<file path="config.mk">
export PLATFORM = sky130hd
export DESIGN_NAME = lzssd_parser
export DESIGN_NICKNAME = d
export VERILOG_FILES = /design/src/hw/rtl/lzssd_pkg.sv /design/src/hw/rtl/lzssd_parser.sv
export SDC_FILE = /design/constraint.sdc
export NUM_CORES = 1
export LEC_CHECK = 0
export ABC_AREA = 1
export ABC_CLOCK_PERIOD_IN_PS = 1650
export CELL_PAD_IN_SITES_DETAIL_PLACEMENT = 1
export CELL_PAD_IN_SITES_GLOBAL_PLACEMENT = 2
export CORE_MARGIN = 2
export CORE_UTILIZATION = 35
export CTS_BUF_LIST = sky130_fd_sc_hd__clkbuf_4
export DETAILED_ROUTE_END_ITERATION = 10
export DONT_BUFFER_PORTS = 1
export PLACE_DENSITY = 0.79
export SLEW_MARGIN = 20
export SYNTH_ARGS = -nofsm -noshare
export SYNTH_HDL_FRONTEND = slang
export SYNTH_SLANG_ARGS = --single-unit
</file>
<file path="constraint.sdc">
create_clock -name clk -period 1.65 [get_ports clk]
set_input_delay 0.165 -clock clk [delete_from_list [all_inputs] [get_ports clk]]
set_output_delay 0.165 -clock clk [all_outputs]
set_load 0.01 [all_outputs]
</file>
<file path="src/hw/rtl/lzssd_pkg.sv">
// Shared types and constants for the LZSS window decoder.
// No dependencies; imported by the parser, the output queue and the top level.
`default_nettype none

package lzssd_pkg;

  // Window geometry
  localparam int WIN_SIZE  = 4096;
  localparam int LOOKAHEAD = 16;
  localparam int WIN_AW    = $clog2(WIN_SIZE);
  localparam int FILL_W    = WIN_AW + 1;

  localparam logic [WIN_AW-1:0] WP_RESET  = WIN_AW'(WIN_SIZE - LOOKAHEAD);
  localparam logic [FILL_W-1:0] FILL_FULL = FILL_W'(WIN_SIZE);

  // Reference lengths: nibble plus minimum match, 3 to 18
  localparam int MIN_MATCH = 3;
  localparam int LEN_W     = 5;

  // Command from the parser to the copy engine
  typedef struct packed {
    logic              lit;        // literal word accepted this cycle
    logic              ref_start;  // reference high word accepted this cycle
    logic [7:0]        data;       // literal value
    logic [WIN_AW-1:0] pos;        // reference start position
    logic [3:0]        len_m3;     // reference length minus three
  } ps_cmd_t;

  // Output queue status toward the copy engine
  typedef struct packed {
    logic [1:0] cnt;  // words held
    logic       pop;  // a word leaves this cycle
  } oq_stat_t;

endpackage

`default_nettype wire

</file>
<file path="src/hw/rtl/lzssd_parser.sv">
// Compressed stream parser: flag words, literals and two-word references.
// Depends on lzssd_pkg for the command struct.
`default_nettype none

module lzssd_parser
  import lzssd_pkg::*;
(
  input  wire logic       clk,
  input  wire logic       rst_n,
  input  wire logic       in_valid,
  output logic            in_ready,
  input  wire logic [7:0] in_byte,
  input  wire logic       eng_idle,
  input  wire logic       lit_room,
  output ps_cmd_t         cmd
);

  localparam logic [1:0] PH_FLAG = 2'd0;
  localparam logic [1:0] PH_ITEM = 2'd1;
  localparam logic [1:0] PH_HIGH = 2'd2;

  logic [1:0] phase_r, phase_nxt;
  logic [7:0] flag_r, flag_nxt;
  logic [3:0] left_r, left_nxt;
  logic [7:0] pos_lo_r, pos_lo_nxt;
  logic       acc;
  logic [3:0] left_dec;

  // A literal also needs a free queue slot
  assign in_ready = eng_idle && ((phase_r != PH_ITEM) || !flag_r[0] || lit_room);
  assign acc      = in_valid && in_ready;
  assign left_dec = (left_r != 4'd0) ? left_r - 4'd1 : 4'd0;

  always_comb begin
    phase_nxt     = phase_r;
    flag_nxt      = flag_r;
    left_nxt      = left_r;
    pos_lo_nxt    = pos_lo_r;
    cmd.lit       = 1'b0;
    cmd.ref_start = 1'b0;
    cmd.data      = in_byte;
    cmd.pos       = {in_byte[7:4], pos_lo_r};
    cmd.len_m3    = in_byte[3:0];
    if (acc) begin
      case (phase_r)
        PH_ITEM: begin
          if (flag_r[0]) begin
            cmd.lit   = 1'b1;
            flag_nxt  = {1'b0, flag_r[7:1]};
            left_nxt  = left_dec;
            phase_nxt = (left_dec == 4'd0) ? PH_FLAG : PH_ITEM;
          end else begin
            pos_lo_nxt = in_byte;
            phase_nxt  = PH_HIGH;
          end
        end
        PH_HIGH: begin
          cmd.ref_start = 1'b1;
          flag_nxt      = {1'b0, flag_r[7:1]};
          left_nxt      = left_dec;
          phase_nxt     = (left_dec == 4'd0) ? PH_FLAG : PH_ITEM;
        end
        default: begin
          // Flag word, also the unused phase code
          flag_nxt  = in_byte;
          left_nxt  = 4'd8;
          phase_nxt = PH_ITEM;
        end
      endcase
    end
  end

  always_ff @(posedge clk) begin
    if (!rst_n) begin
      phase_r  <= PH_FLAG;
      flag_r   <= 8'd0;
      left_r   <= 4'd0;
      pos_lo_r <= 8'd0;
    end else begin
      phase_r  <= phase_nxt;
      flag_r   <= flag_nxt;
      left_r   <= left_nxt;
      pos_lo_r <= pos_lo_nxt;
    end
  end

endmodule

`default_nettype wire

</file>
==> metrics <==
Simple-Gate Fraction of Synth Area 24.9%; required time at the worst-slack endpoint 1.48 ns; CP arrival 1.40 ns; placed cell count 201; fmax 640 MHz; Seq/Total Area, Yosys 34.9%; Mean Syn Cell Area 7.38 sq um; # nets final 185; DR pass1 iterations 4; synthesis-stage register bit count 22; total grt overflow 0; die area 4100 sq um; Synth Cell Area 1260 sq um; share of layout cells above drive strength 1 16.7%; clock transition at the registers of the reported paths 0.12 ns; Vias 1073; Max FO, Critical Path 3; initial core utilization 37.2%; setup TNS 0 ns; DIE HEIGHT 64.1 um; CTS sink cnt 22; largest family of logic cells by synthesized area simple AND/OR/NAND/NOR gates; maximum vdd drop 410 uV; clk root buf clkbuf_4; DRC viols 0; Worst Hold Class in2reg; Finished Layout Cells 214; Synth Warn # 0; DR iter-0 viols 11; Rel. slew slack 61.7%; Unique masters post-synth 24; Port Buffers 0; P&R area growth vs syn 3.47%; first-pass GRT wire length 5300 um; max cap viols 0; HPWL Detailed 2280 um; CP endpoint kind output port; WL per Instance 14.7 um; H-tree depth 1; Area contributors post-synth dfxtp_1 (35%), buf_4 (10%), nand2_1 (9.2%); commonest non-fill, non-tap cells in the layout nand2_1 (31), o21ai_0 (22), dfxtp_1 (21), inv_1 (15), nor2_1 (14); pin slew with the least headroom to its limit 0.573 ns; FP Rows 21; P_leak 0.000532 uW; Worst Clk Skew 0.00227 ns; power per cell area 769 nW/um^2; IO Pins 40; final wirelength 3140 um; Clock Tree Buf Depth 2; Hold Vio Cnt, Final 0; initial antenna violation count 0; Post-Synth Adder-Cell Area 2.97%; GPL Wtd Cong 0.756; syn nets 187; Vias per Instance 5.01; CTS buffer count 3; outcome complete, no violations; period utilisation layout 94.8%; All-Layer GR Usage 16.8%; Synth Area in Compound Gates 18.5%; mux share of post-synthesis cell area 0%; largest net degree at the start of global routing 17; share of the synthesized area in the top cell type 34.9%; n_diodes 0; RSZ-0062 raised after global routing no; Max Transition Viols Final 0; clk_lat worst skew 0.31 ns; dominant cell type by area after synthesis dfxtp_1; XOR/XNOR Fraction of Synth Area 0%; vias in the first global route 1134; Routed Antenna Nets 0; Post-Syn Instances 171; die span in x 64.1 um; Setup violations, final 0; startpoint types register; commonest non-fill, non-tap cell in the layout nand2_1; Final min period 1.56 ns; Worst Setup Path Type reg2out; CTS tree built; core area 3390 sq um
[report_power, final]
| part | switching (uW) | total [uW] | internal (uW) |
|---|---|---|---|
| combinational | 106 | 173 | 67.1 |
| sequential | 19.3 | 576 | 557 |
| clock | 167 | 255 | 88.6 |
[registers in the layout, indices dropped and copies added, names as in the netlist]
register / cells
left_r: 4
pos_lo_r: 8
phase_r: 2
flag_r: 8
[kinds of logic (layout without fill, tap and decap cells)]
kind of cell    count (synthesis)  count (layout)
simple gates                   65              65
compound gates                 42              42
buf+inv                        39              36
fa+ha+maj                       3               3
flops                          22              22
[metrics by stage]
step                total power (uW)  util [%]  hold slack (ns)  setup slack, ns  instance area (sq um)
global placement                 733      35.1            0.286            0.185                   1190
global route                    1070      38.5          0.00852          0.00380                   1310
detailed placement               738      35.1            0.292           0.0967                   1190
finish                          1000      38.5         0.000141           0.0865                   1310
floorplan                        747         -            0.282            0.237                   1260
CTS                             1010      37.8         0.000331          0.00500                   1280
[final timing paths]
path	from	endpoint	slack (ns)	cells after the start
worst min-delay path	in_byte[6]	pos_lo_r[6]	0.0001	2
worst min register to register	left_r[1]	left_r[1]	0.50	2
worst max register to register	phase_r[1]	flag_r[7]	0.11	9
worst max-delay path	phase_r[1]	cmd[25]	0.09	6
[worst max-delay path: stages, from the launching register on]
cell and delay (ns):
dfxtp_2 0.35, inv_1 0.04, ha_2 0.18, nand3_2 0.08, nand3_4 0.08, or2_2 0.28, inv_2 0.07
[metal layers]
| metal | wire, um | vias up | global-route usage [%] | part of all wire (%) |
|---|---|---|---|---|
| met5 | 0 | - | 0 | 0 |
| li1 | - | 530 | - | - |
| met4 | 53 | 0 | 5.71 | 1.7 |
| met3 | 76 | 5 | 2.64 | 2.4 |
| met2 | 1700 | 13 | 32.9 | 54 |
| met1 | 1310 | 525 | 17.8 | 42 |
[repair_timing]
item                       CTS  global route
hold endpoints to repair    16             2
buffers inserted             2             0
pin swaps                    1             1
hold buffers                 5             2
setup endpoints to repair    2             5
gates resized for setup      1             3
[synthesized netlist by cell type]
cell type  count
clkbuf_8       1
dfxtp_1       22
buf_12         1
nand2_2        1
nand3_1        5
ha_1           3
o21ai_2        2
clkbuf_1       1
nor2_4         1
o21ai_0       22
a21oi_2        3
nand3_4        1
nor2_1        15
nand2_1       31
nand3_2        2
a21oi_1       13
o21a_1         2
or2_2          1
nor3_1         7
buf_4         17
buf_1          1
nor2_8         1
inv_2          2
inv_1         16
[final cells by class]
cell class                 instances  area, sq um
inverter                          18         67.6
tap                               46         57.6
clock inverter                     1         3.75
clock buffer                       3         22.5
multi-input combinational        110          591
sequential                        22          442
timing repair buffer              14          123
fill                             425         2080
No activity file was read; power rests on OpenSTA's default activity.
