**src/hw/rtl/lzssd_pkg.sv**
```systemverilog
// Shared types and constants for the LZSS window decoder.
// No dependencies; imported by the parser, the output queue and the top level.
`default_nettype none

package lzssd_pkg;

  // Window geometry
  localparam int WIN_SIZE  = 4096;
  localparam int LOOKAHEAD = 16;
  localparam int WIN_AW    = $clog2(WIN_SIZE);
  localparam int FILL_W    = WIN_AW + 1;

  localparam logic [WIN_AW-1:0] WP_RESET  = WIN_AW'(WIN_SIZE - LOOKAHEAD);
  localparam logic [FILL_W-1:0] FILL_FULL = FILL_W'(WIN_SIZE);

  // Reference lengths: nibble plus minimum match, 3 to 18
  localparam int MIN_MATCH = 3;
  localparam int LEN_W     = 5;

  // Command from the parser to the copy engine
  typedef struct packed {
    logic              lit;        // literal word accepted this cycle
    logic              ref_start;  // reference high word accepted this cycle
    logic [7:0]        data;       // literal value
    logic [WIN_AW-1:0] pos;        // reference start position
    logic [3:0]        len_m3;     // reference length minus three
  } ps_cmd_t;

  // Output queue status toward the copy engine
  typedef struct packed {
    logic [1:0] cnt;  // words held
    logic       pop;  // a word leaves this cycle
  } oq_stat_t;

endpackage

`default_nettype wire

```
**src/hw/rtl/lzssd_out_queue.sv**
```systemverilog
// Two-entry output queue for decoded words, drives the result channel.
// Depends on lzssd_pkg for the status struct.
`default_nettype none

module lzssd_out_queue
  import lzssd_pkg::*;
(
  input  wire logic       clk,
  input  wire logic       rst_n,
  input  wire logic       push,
  input  wire logic [7:0] push_byte,
  input  wire logic       push_last,
  output logic            out_valid,
  input  wire logic       out_ready,
  output logic      [7:0] out_byte,
  output logic            out_last_of_run,
  output oq_stat_t        stat
);

  logic [1:0] cnt_r, cnt_nxt;
  logic [8:0] e0_r, e0_nxt;
  logic [8:0] e1_r, e1_nxt;
  logic       pop;
  logic [1:0] slot;

  assign pop       = (cnt_r != 2'd0) && out_ready;
  assign out_valid = (cnt_r != 2'd0);
  assign out_byte        = e0_r[7:0];
  assign out_last_of_run = e0_r[8];
  assign stat.cnt = cnt_r;
  assign stat.pop = pop;

  // Shift on pop, then place the new word behind what remains
  always_comb begin
    e0_nxt  = e0_r;
    e1_nxt  = e1_r;
    cnt_nxt = cnt_r;
    slot    = cnt_r;
    if (pop) begin
      e0_nxt = e1_r;
      slot   = cnt_r - 2'd1;
    end
    if (push) begin
      if (slot == 2'd0) begin
        e0_nxt = {push_last, push_byte};
      end else begin
        e1_nxt = {push_last, push_byte};
      end
    end
    cnt_nxt = slot + {1'b0, push};
  end

  always_ff @(posedge clk) begin
    if (!rst_n) begin
      cnt_r <= 2'd0;
    end else begin
      cnt_r <= cnt_nxt;
    end
  end

  always_ff @(posedge clk) begin
    e0_r <= e0_nxt;
    e1_r <= e1_nxt;
  end

endmodule

`default_nettype wire

```
**config.mk**
```make
export PLATFORM = sky130hd
export DESIGN_NAME = lzssd_out_queue
export DESIGN_NICKNAME = d
export VERILOG_FILES = /design/src/hw/rtl/lzssd_pkg.sv /design/src/hw/rtl/lzssd_out_queue.sv
export SDC_FILE = /design/constraint.sdc
export NUM_CORES = 1
export LEC_CHECK = 0
export ABC_AREA = 1
export ABC_CLOCK_PERIOD_IN_PS = 2200
export BUFFER_PORTS_ARGS = -buffer_cell sky130_fd_sc_hd__buf_2
export CAP_MARGIN = 15
export CORE_MARGIN = 4
export CORE_UTILIZATION = 52
export CTS_BUF_LIST = sky130_fd_sc_hd__clkbuf_8
export DETAILED_ROUTE_END_ITERATION = 6
export PLACE_DENSITY_LB_ADDON = 0.1
export SYNTH_ARGS = -nofsm -noshare
export SYNTH_HDL_FRONTEND = slang
export SYNTH_SLANG_ARGS = --single-unit
```
**constraint.sdc**
```tcl
create_clock -name clk -period 2.2 [get_ports clk]
set_input_delay 0.33 -clock clk [delete_from_list [all_inputs] [get_ports clk]]
set_output_delay 0.33 -clock clk [all_outputs]
set_load 0.02 [all_outputs]
```
==> run summary <==
The count of nets left with antenna violations once routing finished came out at 0. The top cell type by area accounts for 30.6% of the synthesized area. The synthesized netlist devotes 0.849% of its cell area to compound gates. The kind of start point of the critical path is a register.

After layout, the worst path uses 81.3% of the clock period. The prevailing post-synth register cell is sky130_fd_sc_hd__dfxtp_1. Synthesis inferred 20 register bits. Multiplexer fraction of the synthesized cell area: 0%.

Entering global routing, the biggest net connects 14 pins. Setup repair after global routing left no endpoint under its margin. The tools report the detailed-route via count as 720. The final core area utilization was 69.3%; the total CTS buffers was 3. The initial cell density of the core is 56.7%. After synthesis, the largest family of logic cells by area is simple AND/OR/NAND/NOR gates. The power per cell area is 1430 nW/um^2. Hold repair after CTS inserted 0 buffers. The tools report the global-route wire length before repair as 2730 microns.

Once the clock tree was built, the resizer swapped 0 gates to a different size. The clock passes through at most 2 buffers. The tools report the instance count of the mapped netlist as 102.

Summing the areas of all fa, ha and maj instances in the mapped netlist gives 2.83% of the synthesized area. For the post-synth net total, the log shows 117. The highest clock frequency the design can meet came out at 0.559 GHz.

The number of different library cells in the post-synthesis netlist is 16. The critical register-to-register path startpoint was cnt_r[0]. For the worst setup path, the data arrival time is 1.46 ns. sky130_fd_sc_hd__nand2_1 is the most common cell in the netlist. The area growth from synthesis to layout is 22.2%.

The sum of net half-perimeters after detailed placement was 1230 microns; the boundary pin count was 26. The tools report the number of levels the H-tree was split into as 1. After global routing, the most crowded layer is met2. The post-CTS setup-driven buffer insertion count is 0, and the clock sink count is 20. During placement, the flow inserted port buffers numbering 25.

The xor and xnor fraction of the mapped netlist area was 0%. The share of total power dissipated in combinational logic is 40.1%. Row generation in the floorplan step produced 14 rows.

Of the total synthesized cell area, the portion taken by AND, OR, NAND and NOR gates is 32.8%. Per-instance average area after synthesis: 8.67 sq um. The post-layout minimum cycle time came out at 1.79 ns. The core region area was 1560 sq um; the setup TNS was 0 ns. The worst pin sits at a relative slew slack of 83.4%. Global routing used 16.5% of the available met1 tracks. Data on the critical path is required at its endpoint by 1.87 ns. The mapped cell area is 885 sq um, and the share of post-route cells with drive strength above 1 is 29.5%. The clock slew at the register clock pins of the worst setup and hold paths was 0.07 ns; the first-pass detailed-route iteration total was 4. The die covers 2430 sq um. The clock network is responsible for 23.3% of the overall power. The run gives 8 as the count of routing violations after the opening detailed-route iteration.

The tool flagged a number of max-cap violations equal to 0. In this run, synthesis inferred 9 flip-flops with an integrated enable. In the final design database the tool counted 145 nets.

The global-route usage over all layers came out at 14.6%. By count the netlist is led by sky130_fd_sc_hd__nand2_1 (50), sky130_fd_sc_hd__dfxtp_1 (11), sky130_fd_sc_hd__edfxtp_1 (9), sky130_fd_sc_hd__nand4_1 (9), sky130_fd_sc_hd__inv_1 (5). Tracing the worst setup path back leads to its startpoint at cnt_r[0]. The overall die width is 49.2 microns, and the average wire per cell in the routed design is 11.8 microns. The leakage power figure was 0.572 nW. Of the total power, registers draw 36.6%. Clock tree synthesis selected as its root buffer the cell sky130_fd_sc_hd__clkbuf_8. After detailed routing, the number of remaining DRC violations is 0. Clock skew on the completed layout was measured at 0.00163 ns. For the area of the multi-input gates, the log shows 323 sq um. TritonCTS built the clock tree. The type of the tightest min-delay check was in2reg. Sort of element at the end of the critical path: an output port.

The final layout contains routed wiring with a total length of 1710 microns. The net switching power came out at 0.578 mW. In the final layout, flip-flops and latches occupy 490 sq um. For the pin with the worst max-slew slack, the measured transition is 0.249 ns. Measured along the y axis, the die boundary spans 49.2 microns. The worst hold path begins at push_byte[5].

For the remaining global-route overflow, the log shows 0. Kind of critical path: reg2out. The clock latency on the worst-skew pair was 0.25 ns.

The number of hold violations in the final report is 0. The met2 routing resource usage after global routing came out at 26.1%. The net switching fraction of the power was 37.4%. The post-synthesis async set-or-reset flop share is 0%, and the register area share after synthesis is 55.4%. For the number of antenna violations at the first check in global routing, the log shows 0. The worst-case IR drop observed on VDD is 0.899 mV. Fill cells in the final layout number 139.

The congestion estimate from routability-driven global placement came to 0.752. The synthesized design spends more area on one cell type than any other, namely sky130_fd_sc_hd__edfxtp_1. Count of pins over their slew limit: 0. Sorting the synthesized cells by area gives the leading types as sky130_fd_sc_hd__edfxtp_1 (31%), sky130_fd_sc_hd__dfxtp_1 (25%), sky130_fd_sc_hd__nand2_1 (21%).

Setup violations remaining at the end of the flow were counted as 0. The maximum fanout along the worst path is 10, and the cell-internal power is 0.969 mW. The tools report the number of warning messages in the yosys log as 0.

The via count of the first global-routing pass is 649, and the met3 track demand over resource is 3.36%. After detailed routing, the number of vias per cell comes to 4.97. The repair_antennas step left the layout with diodes totalling 0. The flow ran to the end, and the final reports show no timing, DRC or antenna violations.
-- critical path, stage by stage (launching register included) --
cell and delay, ns:
sky130_fd_sc_hd__dfxtp_1 0.35, sky130_fd_sc_hd__inv_1 0.06, sky130_fd_sc_hd__ha_1 0.20, sky130_fd_sc_hd__inv_2 0.07, sky130_fd_sc_hd__nand2_2 0.06, sky130_fd_sc_hd__buf_4 0.18, sky130_fd_sc_hd__inv_4 0.11, sky130_fd_sc_hd__buf_2 0.17
-- logic make-up after synthesis --
family                   after synthesis
AND/OR/NAND/NOR                       67
AO/OA/AOI/OAI                          1
buffers and inverters                 12
flip-flops                            20
adder cells (fa/ha/maj)                2
-- path summary, 6_finish.rpt --
check | endpoint | cells after the start | slack [ns]
setup / recovery | stat[0] | 7 | 0.41
hold / removal | e1_r[5] | 1 | 0.26
setup reg to reg | e1_r[2] | 8 | 0.54
hold reg to reg | e0_r[3] | 4 | 0.53
-- cells in the final DEF (no fill, tap or decap) --
cell type	Yosys	routed
sky130_fd_sc_hd__nand3_1	2	2
sky130_fd_sc_hd__buf_4	2	3
sky130_fd_sc_hd__nand2_1	50	50
sky130_fd_sc_hd__ha_1	2	2
sky130_fd_sc_hd__nand2_2	3	3
sky130_fd_sc_hd__inv_4	1	1
sky130_fd_sc_hd__edfxtp_1	9	9
sky130_fd_sc_hd__inv_2	1	1
sky130_fd_sc_hd__bufinv_16	0	1
sky130_fd_sc_hd__clkbuf_8	0	3
sky130_fd_sc_hd__dfxtp_1	11	11
sky130_fd_sc_hd__nor2_1	2	2
sky130_fd_sc_hd__buf_2	1	25
sky130_fd_sc_hd__nand4_1	9	9
sky130_fd_sc_hd__inv_1	5	5
sky130_fd_sc_hd__nand3_2	1	1
sky130_fd_sc_hd__a21boi_1	0	1
-- per-stage QoR --
stage	hold WS (ns)	area, sq um	setup WS, ns	total power, mW	std cells
floorplan	0.428	885	0.230	1.04	102
global route	0.250	1080	0.297	1.67	145
CTS	0.253	1080	0.403	1.57	145
detailed placement	0.516	1010	0.559	1.20	141
finish	0.261	1080	0.412	1.55	145
global placement	0.506	1010	0.601	1.18	141
-- power by group through the flow --
stage | sequential, mW | combinational, mW | clock [mW]
2_1_floorplan | 0.691 | 0.351 | 0
3_3_place_gp | 0.570 | 0.612 | 0
3_5_place_dp | 0.575 | 0.628 | 0
4_1_cts | 0.567 | 0.630 | 0.370
5_1_grt | 0.585 | 0.695 | 0.387
6_report | 0.567 | 0.620 | 0.361
-- flip-flops by register name, indices dropped and copies added (netlist names) --
| signal | count |
|---|---|
| cnt_r | 2 |
| e1_r | 9 |
| e0_r | 9 |
-- routing by layer --
metal	share of wire (%)	vias up
met2	52	16
li1	-	383
met3	4.6	2
met5	0	-
met1	43	319
met4	0.47	0
-- final cells by class --
type / instances / area share [%]
Sequential cell: 20 / 45.4
Multi-Input combinational cell: 70 / 29.9
Timing Repair Buffer: 28 / 13.7
Clock buffer: 3 / 3.82
Clock inverter: 1 / 2.78
Inverter: 7 / 2.66
Tap cell: 16 / 1.85
No activity file was read; power rests on OpenSTA's default activity.
